--- config.mk ---
export PLATFORM = sky130hd
export DESIGN_NAME = cartridge_bank_controller
export DESIGN_NICKNAME = d
export VERILOG_FILES = /design/src/hw/rtl/cbc_pkg.sv /design/src/hw/rtl/cbc_front.sv /design/src/hw/rtl/cbc_queue.sv /design/src/hw/rtl/cbc_back.sv /design/src/hw/rtl/cartridge_bank_controller.sv
export SDC_FILE = /design/constraint.sdc
export NUM_CORES = 1
export LEC_CHECK = 0
export ABC_AREA = 1
export BUFFER_PORTS_ARGS = -buffer_cell sky130_fd_sc_hd__buf_2
export CORE_MARGIN = 5
export CORE_UTILIZATION = 51
export CTS_CLUSTER_SIZE = 25
export DETAILED_ROUTE_END_ITERATION = 7
export GPL_ROUTABILITY_DRIVEN = 0
export PLACE_DENSITY = 0.79
export SYNTH_ARGS = -nofsm -noshare
export SYNTH_HDL_FRONTEND = slang
export SYNTH_SLANG_ARGS = --single-unit
--- constraint.sdc ---
create_clock -name clk -period 2.8 [get_ports clk]
set_clock_uncertainty 0.2 [all_clocks]
set_input_delay 0 -clock clk [delete_from_list [all_inputs] [get_ports clk]]
set_output_delay 0 -clock clk [all_outputs]
set_load 0.005 [all_outputs]
--- src/hw/rtl/cbc_pkg.sv ---
package cbc_pkg;

    // Bus command codes
    typedef enum logic [1:0] {
        CMD_ROM_READ   = 2'd0,
        CMD_CTRL_WRITE = 2'd1,
        CMD_RAM_READ   = 2'd2,
        CMD_RAM_WRITE  = 2'd3
    } cmd_t;

    // Where an access lands
    typedef enum logic [1:0] {
        TGT_OPEN = 2'd0,
        TGT_ROM  = 2'd1,
        TGT_RAM  = 2'd2,
        TGT_RTC  = 2'd3
    } target_t;

    // Configuration register indexes
    typedef enum logic [1:0] {
        CFG_ROM_SIZE_MASK = 2'd0,
        CFG_RAM_SIZE_CODE = 2'd1,
        CFG_RTC_PRESENT   = 2'd2,
        CFG_EXTENDED_MODE = 2'd3
    } cfg_index_t;

    // RAM size codes
    localparam logic [2:0] RAM_NONE = 3'd0;
    localparam logic [2:0] RAM_2K   = 3'd1;
    localparam logic [2:0] RAM_8K   = 3'd2;
    localparam logic [2:0] RAM_32K  = 3'd3;
    localparam logic [2:0] RAM_64K  = 3'd4;

    // Decoded operation handed from front to back
    typedef enum logic [2:0] {
        OP_ROM_LOW    = 3'd0,
        OP_ROM_BANKED = 3'd1,
        OP_NONE       = 3'd2,
        OP_RAM_ENABLE = 3'd3,
        OP_ROM_SELECT = 3'd4,
        OP_RAM_SELECT = 3'd5,
        OP_RAM_READ   = 3'd6,
        OP_RAM_WRITE  = 3'd7
    } op_t;

    typedef struct packed {
        op_t         op;
        logic [15:0] address;
        logic [7:0]  data;
    } entry_t;

    typedef struct packed {
        logic [7:0] rom_size_mask;
        logic [2:0] ram_size_code;
        logic       rtc_present;
        logic       extended_mode;
    } cfg_t;

    typedef struct packed {
        target_t     target;
        logic [21:0] rom_address;
        logic [14:0] ram_address;
        logic [2:0]  rtc_index;
        logic        write_strobe;
        logic [7:0]  write_data;
        logic        accepted;
    } result_t;

    // Address map
    localparam logic [15:0] ROM_LOW_LAST     = 16'h3FFF;
    localparam logic [15:0] ROM_HIGH_LAST    = 16'h7FFF;
    localparam logic [15:0] CTRL_ENABLE_LAST = 16'h1FFF;
    localparam logic [15:0] CTRL_BANK_LAST   = 16'h3FFF;
    localparam logic [15:0] CTRL_SELECT_LAST = 16'h5FFF;
    localparam logic [15:0] RAM_LIMIT_SMALL  = 16'h07FF;
    localparam logic [15:0] RAM_LIMIT_FULL   = 16'h1FFF;
    localparam logic [3:0]  RAM_ENABLE_KEY   = 4'hA;

    localparam int ROM_BANK_BYTES = 16384;
    localparam int ROM_OFFSET_BITS = $clog2(ROM_BANK_BYTES);
    localparam int RAM_OFFSET_BITS = 13;

    localparam logic [7:0] ROM_MASK_NORMAL   = 8'h7F;
    localparam logic [7:0] ROM_MASK_EXTENDED = 8'hFF;
    localparam logic [7:0] ROM_ZERO_QUIRK    = 8'h60;
    localparam logic [7:0] RTC_SEL_FIRST     = 8'd8;
    localparam logic [7:0] RTC_SEL_LAST      = 8'd12;
    localparam logic [7:0] RESET_ROM_REQUEST = 8'd1;

    localparam logic [7:0] RESET_ROM_SIZE_MASK = 8'd127;

    // Front-to-back queue
    localparam int QUEUE_DEPTH    = 2;
    localparam int QUEUE_PTR_BITS = $clog2(QUEUE_DEPTH);
    localparam int QUEUE_CNT_BITS = $clog2(QUEUE_DEPTH + 1);

    function automatic logic [7:0] rom_mode_mask(input logic extended_mode);
        return extended_mode ? ROM_MASK_EXTENDED : ROM_MASK_NORMAL;
    endfunction

    function automatic logic [3:0] ram_bank_count(input logic [2:0] code);
        logic [3:0] count;
        case (code)
            RAM_2K, RAM_8K: count = 4'd1;
            RAM_32K:        count = 4'd4;
            RAM_64K:        count = 4'd8;
            default:        count = 4'd0;
        endcase
        return count;
    endfunction

    function automatic logic [15:0] ram_limit(input logic [2:0] code);
        logic [15:0] limit;
        case (code)
            RAM_2K:                   limit = RAM_LIMIT_SMALL;
            RAM_8K, RAM_32K, RAM_64K: limit = RAM_LIMIT_FULL;
            default:                  limit = 16'h0000;
        endcase
        return limit;
    endfunction

    // RTC selects pass through; RAM selects are masked and clamped to the bank count
    function automatic logic [3:0] normalize_ram_bank(input logic [7:0] sel, input cfg_t cfg);
        logic [3:0] count;
        logic [3:0] masked;
        logic [3:0] bank;
        count  = ram_bank_count(cfg.ram_size_code);
        masked = cfg.extended_mode ? {1'b0, sel[2:0]} : {2'b00, sel[1:0]};
        if (sel >= RTC_SEL_FIRST && sel <= RTC_SEL_LAST)
        begin
            bank = sel[3:0];
        end
        else if (masked >= count)
        begin
            bank = (count != 4'd0) ? count - 4'd1 : 4'd0;
        end
        else
        begin
            bank = masked;
        end
        return bank;
    endfunction

endpackage

--- src/hw/rtl/cbc_front.sv ---
module cbc_front (
    input  logic                 req_valid,
    output logic                 req_ready,
    input  logic [1:0]           cmd,
    input  logic [15:0]          address,
    input  logic [7:0]           data,
    input  logic                 push_ready,
    output logic                 push_valid,
    output cbc_pkg::entry_t      push_entry
);

    cbc_pkg::op_t op;

    // Decode the access into an operation for the back end
    always_comb
    begin
        case (cbc_pkg::cmd_t'(cmd))
            cbc_pkg::CMD_ROM_READ:
            begin
                if (address <= cbc_pkg::ROM_LOW_LAST)
                    op = cbc_pkg::OP_ROM_LOW;
                else if (address <= cbc_pkg::ROM_HIGH_LAST)
                    op = cbc_pkg::OP_ROM_BANKED;
                else
                    op = cbc_pkg::OP_NONE;
            end
            cbc_pkg::CMD_CTRL_WRITE:
            begin
                if (address <= cbc_pkg::CTRL_ENABLE_LAST)
                    op = cbc_pkg::OP_RAM_ENABLE;
                else if (address <= cbc_pkg::CTRL_BANK_LAST)
                    op = cbc_pkg::OP_ROM_SELECT;
                else if (address <= cbc_pkg::CTRL_SELECT_LAST)
                    op = cbc_pkg::OP_RAM_SELECT;
                else
                    op = cbc_pkg::OP_NONE;
            end
            cbc_pkg::CMD_RAM_READ:  op = cbc_pkg::OP_RAM_READ;
            cbc_pkg::CMD_RAM_WRITE: op = cbc_pkg::OP_RAM_WRITE;
            default:                op = cbc_pkg::OP_NONE;
        endcase
    end

    assign push_entry.op      = op;
    assign push_entry.address = address;
    assign push_entry.data    = data;
    assign push_valid         = req_valid;
    assign req_ready          = push_ready;

endmodule

--- src/hw/rtl/cbc_queue.sv ---
module cbc_queue (
    input  logic                 clk,
    input  logic                 rst_n,
    input  logic                 push_valid,
    output logic                 push_ready,
    input  cbc_pkg::entry_t      push_entry,
    output logic                 pop_valid,
    input  logic                 pop_ready,
    output cbc_pkg::entry_t      pop_entry
);

    cbc_pkg::entry_t                     entries_reg [cbc_pkg::QUEUE_DEPTH];
    logic [cbc_pkg::QUEUE_PTR_BITS-1:0]  wr_ptr_reg, wr_ptr_next;
    logic [cbc_pkg::QUEUE_PTR_BITS-1:0]  rd_ptr_reg, rd_ptr_next;
    logic [cbc_pkg::QUEUE_CNT_BITS-1:0]  count_reg, count_next;
    logic                                do_push, do_pop;

    assign push_ready = (count_reg != cbc_pkg::QUEUE_CNT_BITS'(cbc_pkg::QUEUE_DEPTH));
    assign pop_valid  = (count_reg != '0);
    assign pop_entry  = entries_reg[rd_ptr_reg];
    assign do_push    = push_valid && push_ready;
    assign do_pop     = pop_valid && pop_ready;

    // Pointer and fill tracking
    always_comb
    begin
        wr_ptr_next = wr_ptr_reg;
        rd_ptr_next = rd_ptr_reg;
        count_next  = count_reg;
        if (do_push)
            wr_ptr_next = (wr_ptr_reg == cbc_pkg::QUEUE_PTR_BITS'(cbc_pkg::QUEUE_DEPTH - 1))
                          ? '0 : wr_ptr_reg + 1'b1;
        if (do_pop)
            rd_ptr_next = (rd_ptr_reg == cbc_pkg::QUEUE_PTR_BITS'(cbc_pkg::QUEUE_DEPTH - 1))
                          ? '0 : rd_ptr_reg + 1'b1;
        if (do_push && !do_pop)
            count_next = count_reg + 1'b1;
        else if (do_pop && !do_push)
            count_next = count_reg - 1'b1;
    end

    always_ff @(posedge clk or negedge rst_n)
    begin
        if (!rst_n)
        begin
            wr_ptr_reg <= '0;
            rd_ptr_reg <= '0;
            count_reg  <= '0;
        end
        else
        begin
            wr_ptr_reg <= wr_ptr_next;
            rd_ptr_reg <= rd_ptr_next;
            count_reg  <= count_next;
        end
    end

    // Entry storage
    always_ff @(posedge clk)
    begin
        if (do_push)
            entries_reg[wr_ptr_reg] <= push_entry;
    end

endmodule

--- src/hw/rtl/cbc_back.sv ---
module cbc_back (
    input  logic                 clk,
    input  logic                 rst_n,
    input  logic                 pop_valid,
    output logic                 pop_ready,
    input  cbc_pkg::entry_t      pop_entry,
    input  cbc_pkg::cfg_t        cfg,
    input  cbc_pkg::cfg_t        cfg_next,
    input  logic                 cfg_update,
    output logic                 rsp_valid,
    input  logic                 rsp_ready,
    output cbc_pkg::result_t     result
);

    logic             ram_enabled_reg, ram_enabled_next;
    logic [7:0]       rom_request_reg, rom_request_next;
    logic [7:0]       rom_bank_reg, rom_bank_next;
    logic [3:0]       ram_bank_reg, ram_bank_next;
    logic             out_valid_reg, out_valid_next;
    cbc_pkg::result_t result_reg, result_next;
    logic             do_pop;
    logic [7:0]       select_value;
    logic             ram_hit;
    logic             is_write;

    assign pop_ready = !out_valid_reg || rsp_ready;
    assign do_pop    = pop_valid && pop_ready;
    assign ram_hit   = ram_enabled_reg &&
                       (pop_entry.address <= cbc_pkg::ram_limit(cfg.ram_size_code));
    assign is_write  = (pop_entry.op == cbc_pkg::OP_RAM_WRITE);

    // ROM bank write: zero maps to one unless the current bank has bit 5 or 6 set
    always_comb
    begin
        select_value = pop_entry.data;
        if (pop_entry.data == 8'd0 && (rom_bank_reg & cbc_pkg::ROM_ZERO_QUIRK) == 8'd0)
            select_value = 8'd1;
    end

    // Execute one operation, or rebank after a configuration write
    always_comb
    begin
        ram_enabled_next = ram_enabled_reg;
        rom_request_next = rom_request_reg;
        rom_bank_next    = rom_bank_reg;
        ram_bank_next    = ram_bank_reg;
        result_next      = '0;
        result_next.target = cbc_pkg::TGT_OPEN;
        if (do_pop)
        begin
            case (pop_entry.op)
                cbc_pkg::OP_ROM_LOW:
                begin
                    result_next.target      = cbc_pkg::TGT_ROM;
                    result_next.rom_address =
                        {8'd0, pop_entry.address[cbc_pkg::ROM_OFFSET_BITS-1:0]};
                end
                cbc_pkg::OP_ROM_BANKED:
                begin
                    result_next.target      = cbc_pkg::TGT_ROM;
                    result_next.rom_address =
                        {rom_bank_reg, pop_entry.address[cbc_pkg::ROM_OFFSET_BITS-1:0]};
                end
                cbc_pkg::OP_RAM_ENABLE:
                begin
                    ram_enabled_next = (pop_entry.data[3:0] == cbc_pkg::RAM_ENABLE_KEY);
                end
                cbc_pkg::OP_ROM_SELECT:
                begin
                    rom_request_next = select_value & cbc_pkg::rom_mode_mask(cfg.extended_mode);
                    rom_bank_next    = rom_request_next
                                       & cbc_pkg::rom_mode_mask(cfg.extended_mode)
                                       & cfg.rom_size_mask;
                    ram_bank_next    = cbc_pkg::normalize_ram_bank({4'd0, ram_bank_reg}, cfg);
                end
                cbc_pkg::OP_RAM_SELECT:
                begin
                    ram_bank_next = cbc_pkg::normalize_ram_bank(pop_entry.data, cfg);
                end
                cbc_pkg::OP_RAM_READ, cbc_pkg::OP_RAM_WRITE:
                begin
                    if (ram_hit)
                    begin
                        if (is_write)
                        begin
                            result_next.accepted   = 1'b1;
                            result_next.write_data = pop_entry.data;
                        end
                        if (ram_bank_reg <= 4'd3)
                        begin
                            result_next.target       = cbc_pkg::TGT_RAM;
                            result_next.write_strobe = is_write;
                            if (cfg.ram_size_code inside {cbc_pkg::RAM_8K, cbc_pkg::RAM_32K,
                                                          cbc_pkg::RAM_64K})
                                result_next.ram_address =
                                    {ram_bank_reg[1:0],
                                     pop_entry.address[cbc_pkg::RAM_OFFSET_BITS-1:0]};
                            else
                                result_next.ram_address = pop_entry.address[14:0];
                        end
                        else if ({4'd0, ram_bank_reg} >= cbc_pkg::RTC_SEL_FIRST &&
                                 {4'd0, ram_bank_reg} <= cbc_pkg::RTC_SEL_LAST &&
                                 cfg.rtc_present)
                        begin
                            result_next.target       = cbc_pkg::TGT_RTC;
                            result_next.rtc_index    =
                                3'(ram_bank_reg - cbc_pkg::RTC_SEL_FIRST[3:0]);
                            result_next.write_strobe = is_write;
                        end
                    end
                end
                default:
                begin
                    result_next.target = cbc_pkg::TGT_OPEN;
                end
            endcase
        end
        else if (cfg_update)
        begin
            rom_bank_next = rom_request_reg
                            & cbc_pkg::rom_mode_mask(cfg_next.extended_mode)
                            & cfg_next.rom_size_mask;
            ram_bank_next = cbc_pkg::normalize_ram_bank({4'd0, ram_bank_reg}, cfg_next);
        end
    end

    // Output register handshake
    always_comb
    begin
        if (do_pop)
            out_valid_next = 1'b1;
        else if (rsp_ready)
            out_valid_next = 1'b0;
        else
            out_valid_next = out_valid_reg;
    end

    always_ff @(posedge clk or negedge rst_n)
    begin
        if (!rst_n)
        begin
            ram_enabled_reg <= 1'b0;
            rom_request_reg <= cbc_pkg::RESET_ROM_REQUEST;
            rom_bank_reg    <= cbc_pkg::RESET_ROM_REQUEST & cbc_pkg::RESET_ROM_SIZE_MASK;
            ram_bank_reg    <= 4'd0;
            out_valid_reg   <= 1'b0;
        end
        else
        begin
            ram_enabled_reg <= ram_enabled_next;
            rom_request_reg <= rom_request_next;
            rom_bank_reg    <= rom_bank_next;
            ram_bank_reg    <= ram_bank_next;
            out_valid_reg   <= out_valid_next;
        end
    end

    always_ff @(posedge clk)
    begin
        if (do_pop)
            result_reg <= result_next;
    end

    assign rsp_valid = out_valid_reg;
    assign result    = result_reg;

endmodule

--- src/hw/rtl/cartridge_bank_controller.sv ---
// Cartridge bank controller: translates one cartridge bus access per transfer
// into a physical ROM address, a physical RAM address, an RTC register index,
// or open bus (target 0). Control writes to the ROM area set RAM enable, the
// ROM bank and the RAM/RTC select and return target 0. A front decoder feeds
// a two-entry queue and a back end holds the bank state and a registered
// result, so a request is taken every cycle while the response side keeps
// up; a result passes through the queue entry and then the result register
// before it is offered. The request side stalls only when the queue is full;
// with requests arriving back to back the queue holds one entry, so response
// backpressure fills it and the request side stalls from the next cycle.
// Configuration writes take effect at once and must only be issued with no
// request outstanding.
module cartridge_bank_controller (
    input  logic        clk,
    input  logic        rst_n,
    input  logic        cfg_we,
    input  logic [1:0]  cfg_index,
    input  logic [7:0]  cfg_wdata,
    input  logic        req_valid,
    output logic        req_ready,
    input  logic [1:0]  cmd,
    input  logic [15:0] address,
    input  logic [7:0]  data,
    output logic        rsp_valid,
    input  logic        rsp_ready,
    output logic [1:0]  target,
    output logic [21:0] rom_address,
    output logic [14:0] ram_address,
    output logic [2:0]  rtc_index,
    output logic        write_strobe,
    output logic [7:0]  write_data,
    output logic        accepted
);

    cbc_pkg::cfg_t    cfg_reg, cfg_next;
    cbc_pkg::entry_t  push_entry, pop_entry;
    cbc_pkg::result_t result;
    logic             push_valid, push_ready;
    logic             pop_valid, pop_ready;

    // Configuration registers
    always_comb
    begin
        cfg_next = cfg_reg;
        if (cfg_we)
        begin
            case (cbc_pkg::cfg_index_t'(cfg_index))
                cbc_pkg::CFG_ROM_SIZE_MASK: cfg_next.rom_size_mask = cfg_wdata;
                cbc_pkg::CFG_RAM_SIZE_CODE: cfg_next.ram_size_code = cfg_wdata[2:0];
                cbc_pkg::CFG_RTC_PRESENT:   cfg_next.rtc_present   = cfg_wdata[0];
                cbc_pkg::CFG_EXTENDED_MODE: cfg_next.extended_mode = cfg_wdata[0];
                default:                    cfg_next = cfg_reg;
            endcase
        end
    end

    always_ff @(posedge clk or negedge rst_n)
    begin
        if (!rst_n)
        begin
            cfg_reg.rom_size_mask <= cbc_pkg::RESET_ROM_SIZE_MASK;
            cfg_reg.ram_size_code <= cbc_pkg::RAM_NONE;
            cfg_reg.rtc_present   <= 1'b0;
            cfg_reg.extended_mode <= 1'b0;
        end
        else
        begin
            cfg_reg <= cfg_next;
        end
    end

    cbc_front u_front (
        .req_valid  (req_valid),
        .req_ready  (req_ready),
        .cmd        (cmd),
        .address    (address),
        .data       (data),
        .push_ready (push_ready),
        .push_valid (push_valid),
        .push_entry (push_entry)
    );

    cbc_queue u_queue (
        .clk        (clk),
        .rst_n      (rst_n),
        .push_valid (push_valid),
        .push_ready (push_ready),
        .push_entry (push_entry),
        .pop_valid  (pop_valid),
        .pop_ready  (pop_ready),
        .pop_entry  (pop_entry)
    );

    cbc_back u_back (
        .clk        (clk),
        .rst_n      (rst_n),
        .pop_valid  (pop_valid),
        .pop_ready  (pop_ready),
        .pop_entry  (pop_entry),
        .cfg        (cfg_reg),
        .cfg_next   (cfg_next),
        .cfg_update (cfg_we),
        .rsp_valid  (rsp_valid),
        .rsp_ready  (rsp_ready),
        .result     (result)
    );

    assign target       = result.target;
    assign rom_address  = result.rom_address;
    assign ram_address  = result.ram_address;
    assign rtc_index    = result.rtc_index;
    assign write_strobe = result.write_strobe;
    assign write_data   = result.write_data;
    assign accepted     = result.accepted;

    // A store strobe only goes to RAM or RTC
    assert property (@(posedge clk) disable iff (!rst_n)
        rsp_valid && write_strobe |->
            (target == cbc_pkg::TGT_RAM || target == cbc_pkg::TGT_RTC))
        else $error("write strobe without RAM or RTC target");

    // A store strobe implies the write was accepted
    assert property (@(posedge clk) disable iff (!rst_n)
        rsp_valid && write_strobe |-> accepted)
        else $error("write strobe on a write that was not accepted");

    // RTC index is only nonzero for RTC targets
    assert property (@(posedge clk) disable iff (!rst_n)
        rsp_valid && target != cbc_pkg::TGT_RTC |-> rtc_index == 3'd0)
        else $error("RTC index set on a non-RTC result");

    // A stalled request side means the back end is holding a result
    assert property (@(posedge clk) disable iff (!rst_n)
        !req_ready |-> rsp_valid && pop_valid)
        else $error("request stall with nothing pending");

endmodule
## Yosys cells after proc, flatten, opt, wreduce, memory -nomap -nowiden

Memories as Yosys holds them, arrays and structs flattened.
Cells that the tools add are included.
Widths: inputs -> output; s select.

| cells by class | value |
|---|---|
| add/sub/neg operators | 8 |
| $mul | 0 |
| div/mod/pow operators | 0 |
| $lt $le $gt $ge | 13 |
| equality and inequality tests | 26 |
| shift operators | 0 |
| mux-type cells | 58 |
| bitwise logic cells | 8 |
| reductions and logical operators | 40 |

Operators with widths:

| kind | count |
|---|---|
| $mux 4 | 17 |
| $mux 8 | 7 |
| $pmux 22 s2 | 1 |
| $and 8x8->8 | 5 |
| $le 16x15->1 const B | 2 |
| $pmux 13 s2 | 1 |
| $mux 3 | 8 |
| $pmux 4 s3 | 2 |
| $eq 3x3->1 const B | 6 |
| $le 16x13->1 | 1 |
| $le 16x13->1 const B | 1 |
| $le 16x14->1 const B | 1 |
| $logic_not 8->1 | 2 |
| $eq 3x2->1 const B | 5 |
| $mux 15 | 1 |
| $mux 13 | 1 |
| $ge 4x4->1 | 3 |
| $mux 2 | 6 |
| $pmux 3 s4 | 1 |
| $reduce_bool 4->1 | 3 |
| $sub 4x1->4 const B | 3 |
| $mux 1 | 11 |
| $reduce_and 2->1 | 5 |
| $eq 3x1->1 const B | 3 |
| other kinds (30) | 57 |

| word-level totals | value |
|---|---|
| flip-flop bits (word level) | 91 |
| bits in latches | 0 |
| memory bits (writable) | 54 |
| ROM bits | 0 |
| input port bits | 41 |
| memories | 1 |

Memory list:

| memory | words | width | rd ports | clocked after Yosys merged registers in | write ports | line | source |
|---|---|---|---|---|---|---|---|
| u_queue.entries_reg | 2 | 27 | 1 | 0 | 1 | cbc_queue.sv:12 | `cbc_pkg::entry_t entries_reg [cbc_pkg::QUEUE_DEPTH];` |

## Logic depth before layout (Yosys ltp)

| depth | value |
|---|---|
| depth in word-level cells | 14 |
| mapped depth | 17 |
| gate-level depth less buffers | 17 |

## Cells and area by module

Synthesis repeated with hierarchy kept, for this count alone.

| unflattened totals | value |
|---|---|
| cells, all modules | 688 |
| area total of the unflattened synthesis | 6920.4 um2 |

By module, submodules not included:

| module | instances | cells an instance | area an instance (um2) |
|---|---|---|---|
| cbc_back | 1 | 413 | 3824.9 |
| cbc_queue | 1 | 169 | 2227.1 |
| cartridge_bank_controller | 1 | 60 | 584.3 |
| cbc_front | 1 | 46 | 284.0 |

## Worst setup path after synthesis

No wires, ideal clock.

| path | value |
|---|---|
| path type | flip-flop to flip-flop |
| start point | register u_back.out_valid_reg, in the netlist u_back.rsp_valid |
| end point | register u_back.rom_bank_reg[7] |
| arrival time | 2.809 ns |
| slack | -0.292 ns |
| stages on the path, launching flop included | 7 |
| buffers on the path | 1 |
| clock period less this slack | 3.092 ns |
| path through | dfrtp_1 -> inv_1 -> nor2_1 -> a21oi_2 -> clkbuf_1 -> nand3_1 -> a31oi_1 |

| between the ends | value |
|---|---|
| longest elaborated chain between the ends | 5 |

Ends and longest elaborated chain:

| element | line | source |
|---|---|---|
| start: declaration | cbc_back.sv:19 | `logic out_valid_reg, out_valid_next;` |
| start signal: assignment | cbc_back.sv:154 | `out_valid_reg <= out_valid_next;` |
| $logic_not 1->1 * | cbc_back.sv:26 | `assign pop_ready = !out_valid_reg \|\| rsp_ready;` |
| $logic_or 1x1->1 * | cbc_back.sv:26 |  |
| $logic_and 1x1->1 * | cbc_back.sv:27 | `assign do_pop = pop_valid && pop_ready;` |
| via u_back.do_pop | cbc_back.sv:21 | `logic do_pop;` |
| $ne 2x1->1 (no source line) or $reduce_bool 2->1 (tied branches) | n/a |  |
| $reduce_and 2->1 (no source line) | n/a |  |
| end signal: assignment | cbc_back.sv:144 | `rom_bank_reg <= cbc_pkg::RESET_ROM_REQUEST & cbc_pkg::RESET_ROM_SIZE_MASK;` |
| end signal: assignment | cbc_back.sv:152 | `rom_bank_reg <= rom_bank_next;` |
| end: declaration | cbc_back.sv:17 | `logic [7:0] rom_bank_reg, rom_bank_next;` |

Mark *: on every way through the listed nets, which the timed path passes. The rest lies on a longest branch.
A chain may end at the register's enable or synchronous reset.

## Worst setup path after layout

| path | value |
|---|---|
| start point | register cfg_reg[3] (netlist name) |
| end point | register u_back.result_reg, in the netlist u_back.result[25] (data pin) |

| between the ends | value |
|---|---|
| longest elaborated chain between the ends | 6 |

Ends and longest elaborated chain:

| element | line | source |
|---|---|---|
| start: declaration | cartridge_bank_controller.sv:35 | `cbc_pkg::cfg_t cfg_reg, cfg_next;` |
| start signal: assignment | cartridge_bank_controller.sv:68 | `cfg_reg <= cfg_next;` |
| $eq 3x3->1 or $eq 3x2->1 (tied branches) | cbc_pkg.sv:114 | `case (code)` |
| $reduce_or 3->1 | cbc_pkg.sv:114 |  |
| $pmux 13 s2 * | cbc_pkg.sv:114 |  |
| $le 16x13->1 * | cbc_back.sv:29 | `(pop_entry.address <= cbc_pkg::ram_limit(cfg.ram_size_code));` |
| $logic_and 1x1->1 * | cbc_back.sv:28 | `assign ram_hit = ram_enabled_reg &&` |
| $reduce_and 3->1 (no source line) * | n/a |  |
| end signal: assignment | cbc_back.sv:161 | `result_reg <= result_next;` |
| end: declaration | cbc_back.sv:20 | `cbc_pkg::result_t result_reg, result_next;` |

Every way passes the cells marked *; elsewhere a longest branch is shown, timed or not.

==> results.sh <==
export IMPL_outcome="completed"
export IMPL_nFillCells=924
export IMPL_avgSynthCellArea_sq_um=10.6
export IMPL_busiest_layer="met2"
export IMPL_tns_ns=0
export IMPL_drv_cap=0
export IMPL_finalSetupViolCount=0
export IMPL_cts_root_buf="clkbuf_16"
export IMPL_antenna_found_initial=0
export IMPL_fmax_mhz=365
export IMPL_vias_per_cell=5.28
export IMPL_internal_power_uw=5740
export IMPL_dp_hpwl_mm=10.1
export IMPL_synthesis_nets=668
export IMPL_finalHoldViolCount=0
export IMPL_critPathTopFamily="simple AND/OR/NAND/NOR gates"
export IMPL_worst_path_buf_inv=1
export IMPL_cts_buffer_depth=2
export IMPL_yosys_warnings=0
export IMPL_p_clk_frac=0.259
export IMPL_worst_path_max_delay_cell="dfrtp_2"
export IMPL_yosysUniqueCellTypes=41
export IMPL_globalRouteMet1Util=0.267
export IMPL_slew_headroom=0.376
export IMPL_dp_slack_ns=-0.0483
export IMPL_post_route_drc_count=0
export IMPL_fin_crit_ns=2.74
export IMPL_timing_hold_ws_ns=0.0645
export IMPL_met2_usage=0.351
export IMPL_dr_total_vias=5086
export IMPL_cts_buffers=17
export IMPL_path_clk_slew_ns=0.06
export IMPL_crit_path_max_fanout=8
export IMPL_htree_levels=4
export IMPL_gr_usage_met3=0.0553
export IMPL_synth_main_ff_cell="edfxtp_1"
export IMPL_worstSetupPathType="register to register"
export IMPL_worstSetupEndpointType="register"
export IMPL_clock_sinks=145
export IMPL_setup_slack_ns=0.0638
export IMPL_largest_reg_flops=54
export IMPL_drt_initial_drc_count=432
export IMPL_num_rows=41
export IMPL_worstPathArrival_ns=2.80
export IMPL_maxSlewViolCount=0
export IMPL_power_frac_seq=0.389
export IMPL_finalWirelength_mm=15.7
export IMPL_tightest_slew_ns=0.937
export IMPL_grt_max_degree=40
export IMPL_area_growth_pct=30.6
export IMPL_synth_seq_cells=145
export IMPL_start_util=0.517
export IMPL_insertion_delay_ns=0.42
export IMPL_async_flop_share=0.269
export IMPL_die_w_um=123
export IMPL_grt_overflow=0
export IMPL_cp_cell_sequence="nor2_2 > nand2_2 > nand2_4 > inv_1 > ha_1 > nand2_1 > nor2_2 > nand2_1 > nor3b_2 > nand2_1 > nand2_4 > nand3_4 > nor2_2"
export IMPL_routedWlPerCell_um=16.3
export IMPL_grt_pass1_wl_mm=24.4
export IMPL_p_leak_uw=0.00371
export IMPL_ir_drop_uv=487
export IMPL_synth_cells=613
export IMPL_die_area_sq_um=15000
export IMPL_hold_class="input pin to asynchronous set/reset pin"
export IMPL_p_sw_uw=3270
export IMPL_timing_final_crit_share=0.977
export IMPL_synthDominantCellAreaShare=0.492
export IMPL_drive_gt1_frac=0.266
export IMPL_antennaDiodeCount=0
export IMPL_p_comb_frac=0.353
export IMPL_multi_input_area_sq_um=2100
export IMPL_fin_nets=834
export IMPL_cp_data_required_time_ns=2.87
export IMPL_synth_top_cell_by_area="edfxtp_1"
export IMPL_synthTopCellsByArea="edfxtp_1, dfrtp_1, nand2_1"
export IMPL_core_region_area_sq_um=12500
export IMPL_netlist_area_sq_um=6470
export IMPL_fp_dieH_um=123
export IMPL_seq_area_frac_synth=0.645
export IMPL_ios=95
export IMPL_ant_nets=0
export IMPL_slowest_delay_ns=0.45
export IMPL_final_seq_area_sq_um=4170
export IMPL_grt_total_usage=0.210
export IMPL_start_kind="register"
export IMPL_cts_tree="yes"
export IMPL_p_per_area_nw_per_um2=1070
export IMPL_portBuffers=94
export IMPL_synth_edf_count=106
export IMPL_p_sw_frac=0.363
export IMPL_dr_pass1_iters=6
export IMPL_grt_pass1_vias=4971
[cells in the mapped netlist, types with 5 or more instances]
library cell    n
a21oi_1        10
a31oi_1         6
dfrtp_1        30
dfstp_2         9
edfxtp_1      106
ha_1           14
inv_1          66
inv_2           7
mux2_2          6
nand2_1       132
nand3_1        30
nand3_2         5
nand4_1         8
nor2_1         80
nor3_1          6
o21ai_0        38
o21ai_1         9
or2_2           7
[area by class of cell]
cell class / instances / area share
clock inverter: 10 / 0.0142
tap: 172 / 0.0255
clock buffer: 22 / 0.0588
multi-input combinational: 385 / 0.248
inverter: 73 / 0.0324
timing repair buffer: 157 / 0.127
sequential: 145 / 0.494
[routing by layer]
layer | share of wire | vias to the layer above
li1 | - | 2387
met1 | 0.40 | 2408
met2 | 0.50 | 241
met3 | 0.070 | 50
met4 | 0.028 | 0
met5 | 0 | -
[repair_timing]
item	CTS	global route
gates cloned	0	1
endpoints found under the hold margin	117	1
setup endpoints to repair	12	34
pin swaps	0	6
gates resized for setup	2	35
hold buffers	45	1
buffers inserted	0	6
[through the flow]
| stage | cells | area, sq um | utilization | power [uW] |
|---|---|---|---|---|
| finish | 964 | 8450 | 0.675 | 9010 |
| global route | 964 | 8450 | 0.675 | 9540 |
| CTS | 956 | 8260 | 0.660 | 8830 |
| detailed placement | 879 | 7180 | 0.573 | 6410 |
| global placement | 879 | 7180 | 0.573 | 6280 |
| floorplan | 613 | 6470 | - | 5330 |
[cell usage in the layout (no fill, tap or decap), types with 16 or more instances in the layout]
master / synthesis / routed
nand2_1: 132 / 130
nor2_1: 80 / 67
clkbuf_16: 0 / 19
edfxtp_1: 106 / 106
o21ai_0: 38 / 33
inv_1: 66 / 66
buf_2: 3 / 94
dfrtp_1: 30 / 28
buf_4: 1 / 16
dlygate4sd3_1: 0 / 46
nand3_1: 30 / 28
[path summary, 6_finish.rpt]
check / start / endpoint / slack (ns) / depth (start not counted)
min reg2reg: u_queue.count_reg[0]$_DFFE_PN0P_ / u_queue.count_reg[0]$_DFFE_PN0P_ / 0.27 / 1
max: cfg_reg[3]$_DFF_PN0_ / u_back.result[25]$_SDFFCE_PN0P_ / 0.06 / 13
max in group asynchronous: rst_n / cfg_reg[2]$_DFF_PN0_ / 1.68 / 2
max reg2reg: cfg_reg[3]$_DFF_PN0_ / u_back.result[25]$_SDFFCE_PN0P_ / 0.06 / 13
min: rst_n / u_back.rom_bank_reg[7]$_DFFE_PN0P_ / 0.06 / 2
min in group clk: data[6] / u_queue.entries_reg[0][6]$_DFFE_PP_ / 0.10 / 2
[power groups by stage]
stage,registers (uW),logic (uW),clock network (uW)
2_1_floorplan,3530,1800,0
3_3_place_gp,3500,2770,0
3_5_place_dp,3530,2880,0
4_1_cts,3500,2990,2340
5_1_grt,3560,3530,2450
6_report,3500,3180,2330
[logic make-up (layout without fill, tap and decap cells)]
family / count (synthesis) / after routing / synth area share
AO/OA/AOI/OAI: 75 / 75 / 0.0660
XOR/XNOR: 5 / 5 / 0.00677
adder cells (fa/ha/maj): 14 / 14 / 0.0271
buffers and inverters: 84 / 262 / 0.0534
flip-flops: 145 / 145 / 0.645
multiplexers: 7 / 7 / 0.0120
AND/OR/NAND/NOR: 283 / 284 / 0.190
Power figures use the tool's default switching activity.
